## config.mk

```make
export PLATFORM = sky130hd
export DESIGN_NAME = lsh_cell
export DESIGN_NICKNAME = d
export VERILOG_FILES = /design/src/sv/lsh_pkg.sv /design/src/sv/lsh_cell.sv
export SDC_FILE = /design/constraint.sdc
export NUM_CORES = 1
export LEC_CHECK = 0
export CAP_MARGIN = 30
export CORE_UTILIZATION = 60
export DETAILED_ROUTE_END_ITERATION = 8
export DONT_BUFFER_PORTS = 1
export GPL_TIMING_DRIVEN = 1
export PLACE_DENSITY = 0.77
export SYNTH_ARGS = -nofsm -noshare
export SYNTH_HDL_FRONTEND = slang
export SYNTH_SLANG_ARGS = --single-unit
```

## constraint.sdc

```tcl
create_clock -name clk -period 19.7 [get_ports clk]
set_input_delay 3.94 -clock clk [delete_from_list [all_inputs] [get_ports clk]]
set_output_delay 3.94 -clock clk [all_outputs]
set_load 0.1 [all_outputs]
```

## src/sv/lsh_pkg.sv

```systemverilog
`timescale 1ns / 1ps
`default_nettype none
package lsh_pkg;

  localparam int FW_W       = 12;
  localparam int FH_W       = 13;
  localparam int CC_W       = 3;
  localparam int CFG_IW     = 2;
  localparam int CFG_DW     = 13;
  localparam int MAX_HEIGHT = 4096;
  localparam int ROW_W      = 13;
  localparam int OROW_W     = 12;
  localparam int RS_W       = 13;
  localparam int TS_W       = 14;
  localparam int TAPS       = 5;
  localparam int NCH        = 4;

  localparam logic [FW_W-1:0] WIDTH_RST    = 12'd640;
  localparam logic [FH_W-1:0] HEIGHT_RST   = 13'd480;
  localparam logic [CC_W-1:0] CHANNELS_RST = 3'd4;
  localparam logic [CC_W-1:0] CHANNELS_3   = 3'd3;

  typedef logic [CFG_IW-1:0] cfg_idx_t;
  localparam cfg_idx_t REG_WIDTH    = 2'd0;
  localparam cfg_idx_t REG_HEIGHT   = 2'd1;
  localparam cfg_idx_t REG_CHANNELS = 2'd2;

  localparam logic OP_PIXEL = 1'b0;
  localparam logic OP_DRAIN = 1'b1;

  typedef logic [NCH-1:0][7:0] pix_t;
  typedef logic signed [RS_W-1:0] rsum_t;
  typedef logic signed [TS_W-1:0] tsum_t;

  typedef enum logic [1:0] {ROW_EDGE, ROW_INNER, ROW_CENTRE} row_kind_t;
  typedef enum logic [1:0] {WT_NEG, WT_TWO, WT_EIGHT} weight_t;

  typedef struct packed {
    logic            fire;
    logic            adv_b;
    logic            row_ok;
    logic [TAPS-1:0] col_ok;
  } cell_ctrl_t;

  // Kernel weight of tap m in a window row of the given kind.
  function automatic weight_t tap_weight(row_kind_t kind, int m);
    weight_t wt;
    if (m == 0 || m == TAPS - 1) begin
      wt = WT_NEG;
    end else begin
      case (kind)
        ROW_EDGE:   wt = WT_NEG;
        ROW_CENTRE: wt = (m == TAPS / 2) ? WT_EIGHT : WT_TWO;
        default:    wt = WT_TWO;
      endcase
    end
    return wt;
  endfunction

  function automatic rsum_t weigh(logic [7:0] v, weight_t wt);
    rsum_t x;
    rsum_t r;
    x = $signed({{(RS_W - 8){1'b0}}, v});
    case (wt)
      WT_NEG:   r = -x;
      WT_TWO:   r = x <<< 1;
      WT_EIGHT: r = x <<< 3;
      default:  r = '0;
    endcase
    return r;
  endfunction

  // Negative sums give zero, otherwise floor(sum / 8) limited to 255.
  function automatic logic [7:0] clamp_px(tsum_t s);
    logic [TS_W-5:0] q;
    logic [7:0]      r;
    q = s[TS_W-2:3];
    if (s[TS_W-1]) begin
      r = 8'd0;
    end else if (q > 10'd255) begin
      r = 8'hFF;
    end else begin
      r = q[7:0];
    end
    return r;
  endfunction

endpackage
`default_nettype wire

```

## src/sv/lsh_cell.sv

```systemverilog
`timescale 1ns / 1ps
`default_nettype none
module lsh_cell
  import lsh_pkg::*;
(
  input  logic       clk,
  input  logic       rst_n,
  input  cell_ctrl_t ctrl,
  input  row_kind_t  kind,
  input  pix_t       din,
  output rsum_t      row_sum [NCH]
);

  pix_t  taps_r  [TAPS];
  rsum_t sum_nxt [NCH];
  rsum_t sum_r   [NCH];

  always_ff @(posedge clk) begin
    if (!rst_n) begin
      for (int m = 0; m < TAPS; m++) begin
        taps_r[m] <= '0;
      end
    end else if (ctrl.fire) begin
      taps_r[0] <= din;
      for (int m = 1; m < TAPS; m++) begin
        taps_r[m] <= taps_r[m-1];
      end
    end
  end

  // Taps that fall outside the frame contribute nothing.
  always_comb begin
    for (int ch = 0; ch < NCH; ch++) begin
      sum_nxt[ch] = '0;
      for (int m = 0; m < TAPS; m++) begin
        if (ctrl.row_ok && ctrl.col_ok[m]) begin
          sum_nxt[ch] = sum_nxt[ch] + weigh(taps_r[m][ch], tap_weight(kind, m));
        end
      end
    end
  end

  always_ff @(posedge clk) begin
    if (ctrl.adv_b) begin
      sum_r <= sum_nxt;
    end
  end

  assign row_sum = sum_r;

endmodule
`default_nettype wire

```

Word level (Yosys, flattened, before mapping)
Memories as Yosys holds them, arrays and structs flattened.
Cells that the tools add are included.

storage, ports and cells
  register bits after elaboration = 52
  RAM bits = 160
  logic and storage cells = 140
  memories kept = 1
  input port bits = 44

operators by class
  eq/ne operators = 11
  bitwise operators = 5
  $add $sub $neg = 36
  reduce and logical (&&, ||, !) cells = 11
  mux-type cells = 72

memory list
  name    depth  width  read ports  clocked after Yosys merged registers in  wr ports  RTL line        RTL
  taps_r  5      32     5           0                                        5         lsh_cell.sv:14  pix_t taps_r [TAPS];

operator list
  cell                  count
  $pmux W13 S3          20
  $mux W13              36
  $neg A8 Y13           20
  $add A13 B13 Y13      16
  $mux W32              5
  $eq A2 B2 Y1 const B  6
  $logic_not A2 Y1      6
  $eq A2 B1 Y1 const B  5
  $mux W2               5
  $logic_and A1 B1 Y1   5
  $mux W1               5
  $or A1 B1 Y1          5
  $pmux W2 S2           1

Longest topological paths before layout
  depth after elaboration = 14
  depth in mapped cells = 40

Worst setup path after synthesis
No wires, ideal clock.

  path kind = input to register
  start = in kind[0]
  end = reg sum_r, in the netlist row_sum[12] (data pin)
  library setup time = 259 ps
  data arrival time = 10833 ps
  data required time = 19441 ps
  stages = 36
  slack = 8607 ps
  cells stage by stage = buf_4 > or2_2 > clkbuf_1 > clkbuf_1 > clkbuf_1 > buf_1 > nor2_1 > ha_1 > inv_1 > fa_1 > o22ai_1 > ha_1 > a21o_1 > a21oi_1 > o21ai_0 > a2111oi_0 > nor3_1 > mux2i_1 > mux2i_1 > a31oi_1 > ha_1 > nand3_1 > nor3_1 > nor3_1 > xnor2_1 > nor2_1 > a31oi_1 > o31a_1 > ha_1 > or3_1 > o31a_1 > xnor2_1 > nor2_1 > xnor3_1 > xnor2_1 > xnor2_1

RTL lines
  item                    RTL line        RTL
  start: declaration      lsh_cell.sv:9   input row_kind_t kind,
  end signal: assignment  lsh_cell.sv:45  sum_r <= sum_nxt;
  end: declaration        lsh_cell.sv:16  rsum_t sum_r [NCH];

==> results.ini <==
[floorplan]
core_sq_mm=0.03591
chipHeight_microns=193.9
start_util_pct=61.50
num_io_pins=96
rows=69
die-area_sq_mm=0.03758
die_w_microns=193.9

[sta]
finalClockSkew_ns=0.02337
rsz0062_at_grt=no
max_freq_ghz=0.09293
tightest_slew_ns=1.096
min_period_ns=10.76
finalSetupViolCount=0
fin_tns_setup_ns=0
period_share_pct=54.62
slew_violations=0
hold_viol=0
max_slew_margin_pct=26.76

[clock_tree]
clkTransAtPathRegs_ns=0.06
cts_buffers=26
cts_setup_buffers=0
cts_tree=yes
clkLatencyLatePin_ns=0.56
htreeDepth=1
cts_sinks=212
cts_hold_buf=0
cts_resized=0
clock_path_buffers=3
ctsRootBufferMaster=clkbuf_16

[worst_setup_path]
crit_arrival_ns=11.05
cp_num_buf_inv=0
critPathRequiredTime_ns=19.99
slowest_delay_ns=0.75
r2r-start=taps_r[0][8]$_SDFFCE_PN0P_
r2r_cells=34
regToRegEndpoint=row_sum[38]$_DFFE_PP_
worstSetupPathType=in2reg
critPathSlowestCell=a2111oi_0
r2r_slack_ns=12.12
worst-path-max-fanout=18
end_kind=flip-flop
crit_path_start_kind=input pin
cp_top_family=compound AO/OA/AOI/OAI gates

[route]
num_vias=18930
wl_per_cell_microns=18.37
postRouteAntennaNets=0
drt_iter0_markers=1614
via_per_inst=6.301
wirelength_mm=55.17
drt-pass1-iter-count=5
drc=0

[finish]
final_cell_mix=nor2_1, edfxtp_1, ha_1
layout.nets=2794
seqCellArea_sq_mm=0.006366
diodes=0
num-fill-cells=2956
layout-drive-gt1-share_pct=6.370
layout_commonest_cell=nor2_1
synthToLayoutAreaGrowth_pct=5.127
final_core_util_pct=64.65
multi_input_area_sq_mm=0.01468

[global_routing]
first_global_vias=17190
antenna_found_initial=0
grt_max_degree=162
grt_pass1_wl_mm=88.59
gr-total-overflow=0
grt_usage_pct=28.73

[pwr]
fin_total_pwr_mw=2.006
powerDensity_mw_per_mm2=86.39
peakVddDrop_v=0.0001041
power.leakage_nw=10.45

[worst_hold_path]
hold_path.startpoint=taps_r[0][79]$_SDFFCE_PN0P_
hp-class=reg2reg
whs_path_depth=1
hold-path-endpoint=taps_r[0][111]$_SDFFCE_PN0P_

[synthesis]
synth_top_flop_cell=edfxtp_1
syn_nets=2868
async_flop_share_pct=0
postSynthCellCount=2597
yosysSeqAreaShare_pct=28.82
yosys.area_share.simple_pct=20.78
synth.area.mux_share_pct=3.512
synthDistinctLibCells=89
avgSynthCellArea_sq_um=8.505
synth_seq_cells=212
synth_top_family_by_area=simple AND/OR/NAND/NOR gates
synth_compound_gate_area_share_pct=19.58
synth_xor_area_share_pct=9.064
synth_area_leaders=edfxtp_1, ha_1, xnor2_1
synth_adder_area_share_pct=13.45
yosys.area.top_type=edfxtp_1
synth_top_area_share_pct=28.82
ys_warn_count=0
netlist_area_sq_mm=0.02209
synth-edff-count=212

[flow_run]
max_cap_violations=0

[place]
place_congestion=0.9626
dpl.hpwl_mm=41.76
port_buffers=0

[outcome]
status=complete, no violations

## cells by family (layout without fill, tap and decap cells)
kind of cell,Yosys count,count (layout)
simple gates,920,920
compound gates,676,676
xor+xnor,223,223
buf+inv,267,213
mux,71,71
flops,212,212
fa+ha+maj,228,228
## state kept, by name, indices dropped and copies added, names as in the netlist
register and cells:
row_sum 52, taps_r 160
## per-stage QoR
stage	hold WS, ns	worst slack (ns)	area (sq um)	cells
final	0.5688	8.939	23220	3004
after global routing	0.6193	8.348	23220	3004
after CTS	0.5662	9.083	23210	3003
after detailed placement	0.5701	8.518	22320	2955
after global placement	0.5596	8.725	22290	2954
after floorplan	0.5477	8.607	22090	2597
## power by group
group	total, mW	switching, mW	internal, mW
Combinational	0.772	0.436	0.336
Sequential	0.740	0.185	0.555
Clock	0.493	0.201	0.292
## worst max-delay path by stage
stage                       start               endpoint  cells after the start
after global routing      ctrl[5]  row_sum[12]$_DFFE_PP_                     30
after floorplan           kind[0]  row_sum[12]$_DFFE_PP_                     36
after detailed placement  ctrl[5]  row_sum[12]$_DFFE_PP_                     30
after global placement    ctrl[5]  row_sum[12]$_DFFE_PP_                     29
final                     ctrl[5]  row_sum[12]$_DFFE_PP_                     30
after CTS                 ctrl[5]  row_sum[12]$_DFFE_PP_                     30
## metal layers
metal	global-route usage, %	routed length [microns]	vias to the layer above	part of all wire [%]
met2	43.95	23280	733	42
met4	5.526	956	0	1.7
met3	3.201	3727	72	6.8
met5	0	0	-	0
met1	43.71	27210	8768	49
li1	-	-	9355	-
## cell usage after synthesis, types with 7 or more instances
cell         n
a2111oi_0    7
a211o_1      9
a211oi_1    22
a21boi_0     7
a21o_1      58
a21oi_1    181
a22oi_1      7
a31oi_1     59
and2_1      16
and3_1     176
buf_1       10
clkbuf_1    96
edfxtp_1   212
fa_1        16
ha_1       211
inv_1      149
mux2_2      49
mux2i_1     21
nand2_1    192
nand2b_1    35
nand3_1     37
nor2_1     249
nor2b_1     21
nor3_1      72
nor4_1      23
o211ai_1     9
o21a_1      24
o21ai_0    145
o21bai_1    29
o22ai_1     26
o31a_1       7
o31ai_1     22
o41ai_1      7
or2_2       19
or3_1       45
xnor2_1    154
xor2_1      65
## cell type report
| class | count | share of cell area (%) |
|---|---|---|
| inverters | 149 | 2.409 |
| flip-flops and latches | 212 | 27.42 |
| clock buffers | 28 | 2.926 |
| clock inverters | 20 | 0.9160 |
| multi-input cells | 2118 | 63.22 |
| repair buffers | 16 | 0.6251 |
| well taps | 461 | 2.484 |
No activity file was read; power rests on OpenSTA's default activity.
